$ cat src/rtl/core/lndl_pkg.sv
// shared types and constants for the name directory lookup block
package lndl_pkg;

  // request codes carried by in_req_type
  typedef enum logic [0:0] {
    REQ_LOAD   = 1'b0,
    REQ_LOOKUP = 1'b1
  } req_e_t;

  // back end sequencer states
  typedef enum logic [0:0] {
    B_IDLE = 1'b0,
    B_SCAN = 1'b1
  } back_state_t;

  localparam int IDX_W   = 12;
  localparam int CNT_W   = 13;
  localparam int DATA_W  = 32;
  localparam int NAME_W  = 64;
  localparam int ENTRY_W = NAME_W + 2 * DATA_W;

  // queue between front and back: two words, so each side stalls on its own
  localparam int QUEUE_DEPTH = 2;
  localparam int QPTR_W      = 1;
  localparam int QCNT_W      = 2;

  // one classified word handed from front to back
  typedef struct packed {
    req_e_t                op;
    logic [IDX_W-1:0]      index;
    logic [DATA_W-1:0]     pos;
    logic [DATA_W-1:0]     size;
    logic [NAME_W-1:0]     name;
    logic                  too_long;
  } q_word_t;

  // queue status seen by the back end
  typedef struct packed {
    logic    valid;
    q_word_t word;
  } q_head_t;

endpackage

$ cat src/rtl/core/lndl_fifo.sv
// two-word queue between front and back
module lndl_fifo (
  input  logic              clk,
  input  logic              rst_n,
  input  logic              push,
  input  lndl_pkg::q_word_t push_word,
  output logic              full,
  input  logic              pop,
  output lndl_pkg::q_head_t head
);

  lndl_pkg::q_word_t                 mem_r [lndl_pkg::QUEUE_DEPTH];
  logic [lndl_pkg::QPTR_W-1:0]       wr_ptr_r, wr_ptr_nxt;
  logic [lndl_pkg::QPTR_W-1:0]       rd_ptr_r, rd_ptr_nxt;
  logic [lndl_pkg::QCNT_W-1:0]       cnt_r, cnt_nxt;

  assign full       = (cnt_r == lndl_pkg::QCNT_W'(lndl_pkg::QUEUE_DEPTH));
  assign head.valid = (cnt_r != '0);
  assign head.word  = mem_r[rd_ptr_r];

  always_comb begin
    wr_ptr_nxt = push ? wr_ptr_r + lndl_pkg::QPTR_W'(1) : wr_ptr_r;
    rd_ptr_nxt = pop ? rd_ptr_r + lndl_pkg::QPTR_W'(1) : rd_ptr_r;
    cnt_nxt    = cnt_r;
    if (push && !pop) begin
      cnt_nxt = cnt_r + lndl_pkg::QCNT_W'(1);
    end else if (!push && pop) begin
      cnt_nxt = cnt_r - lndl_pkg::QCNT_W'(1);
    end
  end

  always_ff @(posedge clk) begin
    if (!rst_n) begin
      wr_ptr_r <= '0;
      rd_ptr_r <= '0;
      cnt_r    <= '0;
    end else begin
      wr_ptr_r <= wr_ptr_nxt;
      rd_ptr_r <= rd_ptr_nxt;
      cnt_r    <= cnt_nxt;
    end
  end

  always_ff @(posedge clk) begin
    if (push) begin
      mem_r[wr_ptr_r] <= push_word;
    end
  end

endmodule

$ cat config.mk
export PLATFORM = sky130hd
export DESIGN_NAME = lndl_fifo
export DESIGN_NICKNAME = d
export VERILOG_FILES = /design/src/rtl/core/lndl_pkg.sv /design/src/rtl/core/lndl_fifo.sv
export SDC_FILE = /design/constraint.sdc
export NUM_CORES = 1
export LEC_CHECK = 0
export BUFFER_PORTS_ARGS = -buffer_cell sky130_fd_sc_hd__buf_2
export CAP_MARGIN = 0
export CORE_UTILIZATION = 35
export DETAILED_ROUTE_END_ITERATION = 10
export RECOVER_POWER = 25
export SYNTH_ARGS = -nofsm -noshare
export SYNTH_HDL_FRONTEND = slang
export SYNTH_SLANG_ARGS = --single-unit
$ cat constraint.sdc
create_clock -name clk -period 12.05 [get_ports clk]
set_input_delay 3.615 -clock clk [delete_from_list [all_inputs] [get_ports clk]]
set_output_delay 3.615 -clock clk [all_outputs]
set_load 0.005 [all_outputs]
Yosys cells after proc, flatten, opt, wreduce, memory -nomap -nowiden:

Memory sizes are Yosys's and may differ from the RTL's. A register that Yosys moved wholly into a read port is not among the register bits.
Cells that the tools add are included.

* reductions and logical operators: 6
* eq/ne operators: 1
* $add $sub $neg: 4
* multiplexer cells: 6

Operators with widths (count)
* 2-to-1 mux 1 bit: 4
* 2-to-1 mux 2 bit: 2
* nonzero test 2 bit: 2
* adder 1 bit (second input constant): 2
* adder 2 x 1 -> 2 bit (second input constant): 1
* == test 2 bit (second input constant): 1
* logical AND 1 bit: 2
* zero test 1 bit: 2
* subtractor 2 x 1 -> 2 bit (second input constant): 1

* output and inout port bits: 144
* word-level logic and storage cells: 21
* memories: 1
* input port bits: 146
* register bits after elaboration: 4
* bits in writable memories: 284

Memories
* mem_r: depth 2, bits a word 142, rd ports 1, clocked after memory_dff 1, wr ports 1, RTL line lndl_fifo.sv:12 `lndl_pkg::q_word_t mem_r [lndl_pkg::QUEUE_DEPTH];`

Logic depth before layout (Yosys ltp):

* depth in word-level cells: 4
* gate-level depth with buffers: 5
* gate-level depth less buffers: 5

Least setup slack after synthesis:

OpenSTA, ideal clock, no wires.

* path type: in2reg
* start: input push
* end: memory mem_r[0][0] (netlist bit), enable pin
* arrival time: 9.792 ns
* setup slack: 1.596 ns
* stages on the path: 1
* buffers on the path: 0
* data required time: 11.388 ns
* setup time: 0.662 ns
* cells stage by stage: nor2b_1

* word-level cells in the longest chain between the ends: 2

Ends and longest elaborated chain
* start, declared: RTL line lndl_fifo.sv:5 `input logic push,`
* 2-to-1 mux 1 bit: RTL line lndl_fifo.sv:45 `if (push) begin`
* 2-to-1 mux 1 bit (not written as such): RTL line lndl_fifo.sv:46 `mem_r[wr_ptr_r] <= push_word;`
* end, declared: RTL line lndl_fifo.sv:12

Every way passes these cells.

==> metrics.md <==
| Metric | Value |
|---|---|
| Status | completed |
| Register area share after synthesis | 0.800 |
| CP Launch Type | register |
| Yosys cell types | 17 |
| DR vias/cell | between 4 and 5 |
| Worst-path maximum fanout | 64 |
| CTS tree | done |
| Final nets | about 900 |
| Post-CTS sizing | 0 |
| Clk slew on worst S/H paths | ~0.060 ns |
| Final min period | roughly 6.3 ns |
| Slew HR | 0.290 |
| Chip width | between 150 and 200 um |
| Unrepaired setup endpoints after global routing | no |
| Placer Congestion | 0.710 |
| Htree depth | 1 |
| Share of cells above drive strength 1 | 0.591 |
| Fin. max-slew vios | 0 |
| Setup TNS | 0 ns |
| Post-route ant nets | 0 |
| Starting DRT DRC Count | 220 |
| Die area | 31500 um2 |
| Postcts setup bufs | 0 |
| Period utilization | 0.525 |
| Commonest non-fill, non-tap cell in the layout | edfxtp_1 |
| Critical Path End Type | output port |
| Worst slack, placed | about 5.4 ns |
| Ys Warns | 0 |
| Most frequent cells in the layout | edfxtp_1 (284), buf_2 (279), mux2_4 (80), mux2_2 (62), clkbuf_16 (31) |
| WL/cell | roughly 17 um |
| Worst skew pair latency | between 0.5 and 0.6 ns |
| DRC | 0 |
| Kind of critical path | reg -> out |
| Non-Filler Instances | about 1200 |
| IO Port Bufs | between 200 and 300 |
| Syn Area/Cell | 23.3 um2 |
| Initial core utilization | 0.360 |
| Post-synthesis cell area | approximately 11000 um2 |
| Hold WS | ~0.53 ns |
| VDD IR max | around 0.084 mV |
| Hold Path Class | reg -> reg |
| Drt first pass iters | 4 |
| Leak Pwr | ~0.0052 uW |
| Area added between synthesis and finish | 25.7% |
| Number of global-route vias before repair | 5361 |
| First-pass GRT wire length | roughly 30000 um |
| Core ar. | between 20000 and 30000 um2 |
| Critical Path AT | between 2 and 3 ns |
| # setup viols final | 0 |
| CTS buffer count | 30 |
| Critical Path RT | about 8.4 ns |
| Post-placement cell count | between 1000 and 1500 |
| Worst Slack Setup Final | 5.73 ns |
| Worst-Margin Slew | 1.06 ns |
| Ports | between 200 and 300 |
| Vias | approximately 5200 |
| Root buf cell | clkbuf_16 |
| Global-route usage over all layers | 0.123 |
| Worst Skew | 0.0215 ns |
| Total of max-cap violations | 0 |
| Pin count of the biggest net entering global routing | 67 |
| Final hold vios | 0 |
| Hold Buf Count CTS | 0 |
| GRT overflow | 0 |
| Post-DP HPWL | 13000 um |
| Row count | between 60 and 70 |
| PwrDens | 167 nW/um2 |
| Synth Register Bits | 289 |
| Clk buf depth | 3 |
| Clock sink count | between 200 and 300 |
| WL final | 20100 um |
| Die Ht | roughly 180 um |
| R2R setup slack | 8.97 ns |
| FMAX | 158 MHz |
| Number of antenna violations at the first check in global routing | 4 |
| Post-Syn Instances | 464 |
| Synthesized Nets | around 610 |
==> power by group <==
| group | switching, uW | internal (uW) |
|---|---|---|
| Sequential | 15.6 | 1160 |
| Clock | 349 | 512 |
| Combinational | 98.2 | 120 |
| Total | 463 | 1790 |
==> path summary, 6_finish.rpt <==
path | depth (start not counted) | startpoint | end
worst max-delay path | 3 | register | head[25]
worst min-delay path | 2 | cnt_r[1] | cnt_r[1]
worst max register to register | 3 | wr_ptr_r | mem_r[0][124]
worst min register to register | 2 | cnt_r[1] | cnt_r[1]
==> critical path, cell delays in order (launching register included) <==
cell and delay (ns):
dfxtp_4 0.64, buf_4 0.82, mux2_2 0.42, buf_2 0.14
==> synth_stat cells, drive strengths merged <==
cell,count,share of area
mux2,142,0.18
xnor2,1,0.00081
and2,4,0.0023
dfxtp,5,0.0093
o21a,1,0.00070
edfxtp,284,0.79
inv,1,0.00035
xor2,2,0.0016
nor2b,3,0.0017
o21ai,1,0.00046
buf,16,0.013
or3,1,0.00058
ha,1,0.0012
or2,1,0.00058
a21boi,1,0.00070
==> state kept, by name, summed over array words and instances, names as in the netlist, named ones only <==
register	count
mem_r	284
cnt_r	2
rd_ptr_r	1
wr_ptr_r	1
==> area by class of cell <==
cell class	count	area, um2
clock buffer	42	817
tap	390	488
antenna	2	5.00
multi-input combinational	158	2020
sequential	289	8630
timing repair buffer	295	1480
fill	2674	16400
inverter	1	3.75
clock inverter	12	110
==> stage by stage <==
stage	utilization	area (um2)	total power [uW]
2_1_floorplan	-	10800	1330
3_3_place_gp	0.422	12600	1420
3_5_place_dp	0.422	12600	1420
4_1_cts	0.453	13600	2290
5_1_grt	0.453	13600	2350
6_report	0.453	13600	2260
==> routing by layer <==
metal,vias up,GRT usage,share of wire
li1,2467,-,-
met2,190,0.205,0.48
met3,37,0.0450,0.095
met4,4,0.0349,0.019
met1,2549,0.148,0.40
met5,-,0,0.0011
==> kinds of logic (layout without fill, tap and decap cells) <==
logic type,count (synthesis),in the layout,share of synthesized area
fa+ha+maj,1,1,0.00116
mux,142,142,0.176
buf+inv,17,350,0.0136
other cells,0,2,0
flops,289,289,0.800
xor+xnor,3,3,0.00244
simple gates,9,9,0.00522
compound gates,3,3,0.00186
Note: power is estimated with default switching activity, not from simulation.
